$ cat src/hvn2d_ease.sv
// Two-stage smoothstep easing of a lattice fraction.
module hvn2d_ease #(
    parameter int unsigned FRAC_BITS = 16
) (
    input  logic                 clk,
    input  logic [FRAC_BITS-1:0] frac,
    output logic [FRAC_BITS-1:0] eased
);

    localparam logic [FRAC_BITS+1:0] THREE_ONE = (FRAC_BITS+2)'(3) << FRAC_BITS;

    logic [2*FRAC_BITS-1:0] sq;
    logic [FRAC_BITS-1:0]   f2_reg;
    logic [FRAC_BITS-1:0]   f2_next;
    logic [FRAC_BITS+1:0]   t_reg;
    logic [FRAC_BITS+1:0]   t_next;
    logic [2*FRAC_BITS+1:0] prod;
    logic [FRAC_BITS-1:0]   eased_reg;
    logic [FRAC_BITS-1:0]   eased_next;

    always_comb
    begin
        sq         = frac * frac;
        f2_next    = sq[2*FRAC_BITS-1:FRAC_BITS];
        t_next     = THREE_ONE - {1'b0, frac, 1'b0};
        prod       = f2_reg * t_reg;
        eased_next = prod[2*FRAC_BITS-1:FRAC_BITS];
    end

    always_ff @(posedge clk)
    begin
        f2_reg    <= f2_next;
        t_reg     <= t_next;
        eased_reg <= eased_next;
    end

    assign eased = eased_reg;

endmodule

$ cat config.mk
export PLATFORM = sky130hd
export DESIGN_NAME = hvn2d_ease
export DESIGN_NICKNAME = d
export VERILOG_FILES = /design/src/hvn2d_ease.sv
export SDC_FILE = /design/constraint.sdc
export NUM_CORES = 1
export LEC_CHECK = 0
export BUFFER_PORTS_ARGS = -buffer_cell sky130_fd_sc_hd__buf_2
export CAP_MARGIN = 20
export CORE_MARGIN = 3
export CORE_UTILIZATION = 40
export DETAILED_ROUTE_END_ITERATION = 8
export SYNTH_ARGS = -nofsm -noshare
export SYNTH_HDL_FRONTEND = slang
export SYNTH_SLANG_ARGS = --single-unit
$ cat constraint.sdc
create_clock -name clk -period 12.8 [get_ports clk]
set_input_delay 1.28 -clock clk [delete_from_list [all_inputs] [get_ports clk]]
set_output_delay 1.28 -clock clk [all_outputs]
set_load 0.01 [all_outputs]
After elaboration in Yosys (flattened, before gate mapping)
Index checks and enable logic that the tools add are counted.
{"block": "classes", "mul": 2, "addsub": 1}
{"op": "16-bit by 16-bit multiplier with 32-bit output", "count": 1}
{"op": "16-bit by 18-bit multiplier with 32-bit output", "count": 1}
{"op": "18-bit by 17-bit subtractor with 18-bit output (first input constant)", "count": 1}
{"block": "word_totals", "inputBits": 17, "wordCells": 6, "register_bits": 50}

Longest topological paths before layout
Gate-level depths: netlist of the first run.
{"block": "depth", "ltp_word": 1, "depth_mapped": 26}

Least setup slack after synthesis of the first run
No wires, ideal clock.
{"block": "synth_timing", "path_type": "input-to-reg", "startpoint": "input frac[13]", "endpoint": "register f2_reg[14]", "t_arrival_ps": 7023, "path_slack_ps": 5705, "path_stages": 22, "path_buffers": 2, "setup_ps": 72, "path_cell_list": "clkbuf_1 -> buf_1 -> nand2_1 -> fa_1 -> fa_1 -> inv_1 -> fa_1 -> fa_1 -> fa_1 -> inv_1 -> fa_1 -> inv_1 -> ha_1 -> a2111oi_2 -> o21ai_1 -> a41oi_2 -> o21ai_1 -> a21oi_2 -> o21ai_2 -> a211o_1 -> a21oi_2 -> xnor2_1"}
{"block": "synth_via", "elab_chain_len": 1}
{"item": "from (decl)", "line": "6", "rtl": "input logic [FRAC_BITS-1:0] frac,"}
{"item": "16-bit by 16-bit multiplier with 32-bit output", "line": "23", "rtl": "sq = frac * frac;"}
{"item": "via sq[30]", "line": "12", "rtl": "logic [2*FRAC_BITS-1:0] sq;"}
{"item": "to (signal assigned)", "line": "32", "rtl": "f2_reg <= f2_next;"}
{"item": "to (decl)", "line": "13", "rtl": "logic [FRAC_BITS-1:0] f2_reg;"}
The timed path passes the listed nets, and every way through them passes these cells.

Final worst setup path of the first run
{"block": "layout_timing", "startpoint": "input frac[6]", "endpoint": "register f2_reg[14]"}
The elaborated chain is that of the path after synthesis.

==> flow_metrics.tcl, run 1 <==
set metrics [dict create \
    rsz0062_at_grt "no" \
    nets 2332 \
    drv_cap 0 \
    yosysWarnings 0 \
    arrival_ps 7290 \
    required_ps 13040 \
    antenna_left 0 \
    cts_tree "yes" \
    cts_hold_buf 0 \
    gp_congestion 0.8350 \
    io_buffers 32 \
    fin_worst_skew_ps 15.36 \
    track_usage_pct 17.06 \
    core-area_um2 39910 \
    syn_nets 2350 \
    hold_class "register to register" \
    synth_edf_count 0 \
    async_flop_share_pct 0 \
    grt_max_degree 22 \
    drt-initial-drc-count 505 \
    drive_gt1_share_pct 3.533 \
    fillers 3883 \
    initial_core_util_pct 40.75 \
    grt_pass1_vias 11900 \
    avgSynthCellArea_um2 9.179 \
    synth_ff_type "dfxtp_1" \
    dr.pass1.iters 7 \
    syn2layout_area_growth_pct 4.808 \
    largest_reg_flops 17 \
    clkLatencyLatePin_ps 310 \
    status "completed" \
    fmax_ghz 0.1418 \
    ioPinCount 33 \
    grt_pass1_wl_um 60220 \
    placement_rows 73 \
    crit_type "input pin to register" \
    ys_seq_area_share_pct 6.031 \
    drc 0 \
    h-tree-depth 2 \
    numCtsBuffers 5 \
    overflow 0 \
    worstMarginPinSlew_ps 900.9 \
    num_vias 10890 \
    syn-cell-area_um2 16260 \
    setup_viol 0 \
    postCtsSetupBuffers 0 \
    ys_ff_latch 49 \
    die_area_um2 43120 \
    die_width_um 207.6 \
    slew_viol_final 0 \
    routedWlPerCell_um 15.40 \
    viasPerCell 4.776 \
    routed_wl_um 35110 \
    cp_max_fo 21 \
    fin_crit_ps 7053 \
    postSynthCellCount 1772 \
    die_h_um 207.6 \
    final.period_utilization_pct 55.10 \
    relSlewSlack_pct 39.86 \
    diodes 0 \
    clkSinkCount 49 \
    fin_setup_tns_ps 0 \
    end_kind "register" \
    synth.distinct_cells 51 \
    root_buffer "clkbuf_16" \
    start_kind "input pin" \
    cts_buffer_depth 2 \
    cts.repair.resized 0 \
    hold_viol_final 0 \
    path_clk_slew_ps 80 \
    dp_hpwl_um 28520 \
    antenna_found_initial 0 \
]
==> logic make-up after synthesis <==
| kind of cell | synth area share [%] |
|---|---|
| buffers and inverters | 12.25 |
| AOI/OAI and AO/OA | 3.539 |
| muxes | 0.1308 |
| and+or+nand+nor | 14.84 |
| adders and majority gates | 60.19 |
| xor gates and xnor gates | 3.016 |
| DFF | 6.031 |
==> through the flow <==
step           utilization [%]  std cells  area (um^2)  hold WS (ps)  setup WS [ps]
4_1_cts                  42.71       2280        17050          1064           5733
3_3_place_gp             42.29       2272        16880          1057           5563
5_1_grt                  42.71       2280        17050          1170           5395
3_5_place_dp             42.29       2272        16880          1052           5435
2_1_floorplan                -       1772        16260         785.5           5705
6_report                 42.71       2280        17050          1064           5747
==> Yosys cell counts (2+ instances only) <==
master	n	area share, %
nand3_1	14	0.43
o21ai_1	2	0.062
fa_1	369	45
buf_1	2	0.046
xor2_1	13	0.70
a21oi_1	19	0.58
xnor2_1	43	2.3
o21ai_0	8	0.25
nand2_1	225	5.2
or2_2	3	0.12
or3_1	4	0.15
and3_1	4	0.15
inv_1	470	11
o211ai_1	2	0.092
dfxtp_1	49	6.0
ha_1	192	15
nor2b_1	5	0.19
a21oi_2	2	0.11
nor3_1	17	0.52
o21a_1	6	0.28
nand4_1	5	0.19
a22oi_1	2	0.092
and2_1	166	6.4
o21bai_1	2	0.092
a21o_1	13	0.60
nor2_1	49	1.1
nor4_1	4	0.15
clkbuf_1	58	1.3
o21ai_2	2	0.11
==> placed cells by master (no fill, tap or decap), types with 4 or more instances in the layout <==
cell / n
fa_1: 369
nor4_1: 4
nor2_1: 49
xnor2_1: 43
nand4_1: 5
nor3_1: 17
buf_2: 32
nor2b_1: 5
inv_1: 470
and3_1: 4
a21oi_1: 19
o21a_1: 6
ha_1: 192
a21o_1: 13
xor2_1: 13
nand3_1: 14
nand2_1: 225
or3_1: 4
clkbuf_16: 5
dfxtp_1: 49
o21ai_0: 8
and2_1: 166
==> area by class of cell <==
cell class              count  area [um^2]  area share (%)
clock buffers               6        128.9          0.7560
clock inverters             2        38.79          0.2275
inverters                 471         1768           10.37
multi-input cells        1192        13290           77.97
flip-flops and latches     49        980.9           5.755
well taps                 525        656.9           3.854
repair buffers             35        182.7           1.072
==> worst paths after layout <==
check            start          to  slack [ps]  cells past startpoint
max            frac[6]  f2_reg[14]        5750                     21
min           t_reg[2]    eased[1]        1060                      7
max reg2reg  f2_reg[7]   eased[14]        6050                     22
min reg2reg   t_reg[2]    eased[1]        1060                      7
==> routing by layer <==
| layer | track usage (%) | share of wire [%] |
|---|---|---|
| met1 | 24.64 | 47 |
| met2 | 28.68 | 48 |
| met5 | 0 | 0 |
| met4 | 2.651 | 1.2 |
| met3 | 1.587 | 4.6 |
==> critical path, stage by stage <==
cell	delay [ps]
buf_2	380
nand2_1	150
fa_1	610
inv_1	70
fa_1	550
fa_1	450
fa_1	470
fa_1	490
inv_1	50
fa_1	470
inv_1	40
ha_1	350
a2111oi_2	370
o21ai_1	180
a41oi_2	190
o21ai_1	170
a21oi_2	300
o21ai_2	140
a211o_1	320
a21oi_2	160
xnor2_1	120
Power of run 1 is not shown: default switching activity piles up to over one toggle a cycle in this logic, so the estimate is an artifact.
==> run 2: changes to the inputs <==
Clock period 12.8 ns to 6.6 ns, I/O delays scaled along.
==> run 2 against run 1 <==
  * Cell count up 2.8%
  * Via count up 2.8%
  * Die area unchanged
  * Core utilization up 1.2 points
  * Routed wire length up 6.6%
  * Sequential share of layout area down 0.13 points
  * First-iteration DRC count up 7.9%
  * Worst setup slack worse by 5400 ps
  * Clock skew down 4.5 ps
  * Critical path type is now register to register
  * Highest routed layer unchanged
==> flow_metrics.tcl, run 2 (synthesized netlist as in run 1, its figures left out) <==
set metrics [dict create \
    dr.pass1.iters 5 \
    die_h_um 207.6 \
    antenna_found_initial 0 \
    postCtsSetupBuffers 0 \
    path_cells "buf_4 -> nand2_1 -> fa_1 -> inv_1 -> fa_1 -> fa_1 -> fa_1 -> fa_1 -> inv_1 -> fa_1 -> inv_1 -> ha_1 -> a21o_1 -> a21oi_1 -> o21bai_1 -> a41oi_4 -> o32ai_4 -> o41ai_4 -> mux2i_1 -> nand4_1" \
    required_ps 6780 \
    placement_rows 73 \
    end_kind "register" \
    r2r_setup_slack_ps 320 \
    status "completed" \
    clkSinkCount 49 \
    cts_buffer_depth 2 \
    die_area_um2 43120 \
    arrival_ps 6450 \
    root_buffer "clkbuf_16" \
    core-area_um2 39910 \
    track_usage_pct 18.25 \
    drive_gt1_share_pct 7.096 \
    hold_class "input pin to register" \
    crit_path_frequent_cell "fa_1" \
    drv_cap 0 \
    grt_max_degree 19 \
    syn2layout_area_growth_pct 7.631 \
    cts_tree "yes" \
    slew_viol_final 0 \
    slowest_stage "dfxtp_1" \
    fmax_ghz 0.1593 \
    final_cell_mix "inv_1, fa_1, nand2_1" \
    drt-initial-drc-count 545 \
    io_buffers 32 \
    grt_pass1_vias 12670 \
    slowest_delay_ps 640 \
    hold_viol_final 0 \
    routedWlPerCell_um 15.98 \
    die_width_um 207.6 \
    fin_setup_tns_ps 0 \
    fillers 3894 \
    dp_hpwl_um 32070 \
    cp_max_fo 7 \
    clkLatencyLatePin_ps 310 \
    grt_pass1_wl_um 64340 \
    overflow 0 \
    drc 0 \
    final.period_utilization_pct 95.09 \
    diodes 0 \
    h-tree-depth 2 \
    start_kind "register" \
    relSlewSlack_pct 56.46 \
    fin_worst_skew_ps 10.83 \
    numCtsBuffers 5 \
    viasPerCell 4.779 \
    fin_crit_ps 6276 \
    worstMarginPinSlew_ps 652.2 \
    ioPinCount 33 \
    gp_congestion 0.8665 \
    final_common_cell "inv_1" \
    setup_viol 0 \
    path_clk_slew_ps 80 \
    largest_reg_flops 17 \
    antenna_left 0 \
    nets 2395 \
    rsz0062_at_grt "no" \
    crit_type "register to register" \
    routed_wl_um 37450 \
    num_vias 11200 \
    cts_hold_buf 0 \
    initial_core_util_pct 40.75 \
]
-- run 2: changes by cell type in the layout (fill, tap and decap cells not counted) --
cell and delta:
buf_4 +63, dfxtp_1 -3, dfxtp_2 +3, bufinv_16 -1
clkbuf_1 -1, clkinvlp_4 +1, inv_6 +1
-- run 2: area by class of cell --
type / instances / area [um^2] / share of cell area, %
Sequential cell: 49 / 984.7 / 5.625
Multi-Input combinational cell: 1192 / 13290 / 75.92
Tap cell: 525 / 656.9 / 3.752
Timing Repair Buffer: 98 / 655.6 / 3.745
Clock inverter: 3 / 25.02 / 0.1429
Clock buffer: 5 / 125.1 / 0.7147
Inverter: 471 / 1768 / 10.10
-- run 2: worst paths after layout --
kind | start | end | cells past startpoint
worst max-delay path | t_reg[11] | eased[15] | 20
worst min-delay path | frac[0] | t_reg[1] | 2
worst max register to register | t_reg[11] | eased[15] | 20
worst min register to register | t_reg[1] | eased[1] | 7
-- run 2: stage by stage --
stage | cell area [um^2] | utilization [%] | setup WS [ps] | hold slack [ps] | cells
CTS | 17500 | 43.85 | 247.8 | 757.5 | 2343
global route | 17510 | 43.86 | 11.14 | 761.2 | 2343
global placement | 17350 | 43.47 | 185.7 | 1055 | 2335
finish | 17510 | 43.86 | 324.2 | 761.0 | 2343
detailed placement | 17350 | 43.47 | 100.6 | 1053 | 2335
floorplan | 16260 | - | 124.8 | 687.7 | 1772
-- run 2: repair_timing --
item | CTS | global route
endpoints found under the setup margin | 0 | 1
hold endpoints to repair | 0 | 0
resized for setup | 0 | 3
-- run 2: layer usage --
metal,GRT usage (%),up-vias,share of wire (%)
met2,30.84,259,47
met1,25.77,5639,47
met5,0,-,0
met3,1.874,51,4.6
met4,3.604,0,1.9
li1,-,5249,-
-- run 2: critical path, delay by kind of cell, from the launching register on --
kind,cells,cell delay [ps]
AOI/OAI and AO/OA,6,1340
adders and majority gates,7,3310
buffers and inverters,4,400
DFF,1,640
muxes,1,270
and+or+nand+nor,2,170
Power of run 2 is left out for the same reason.
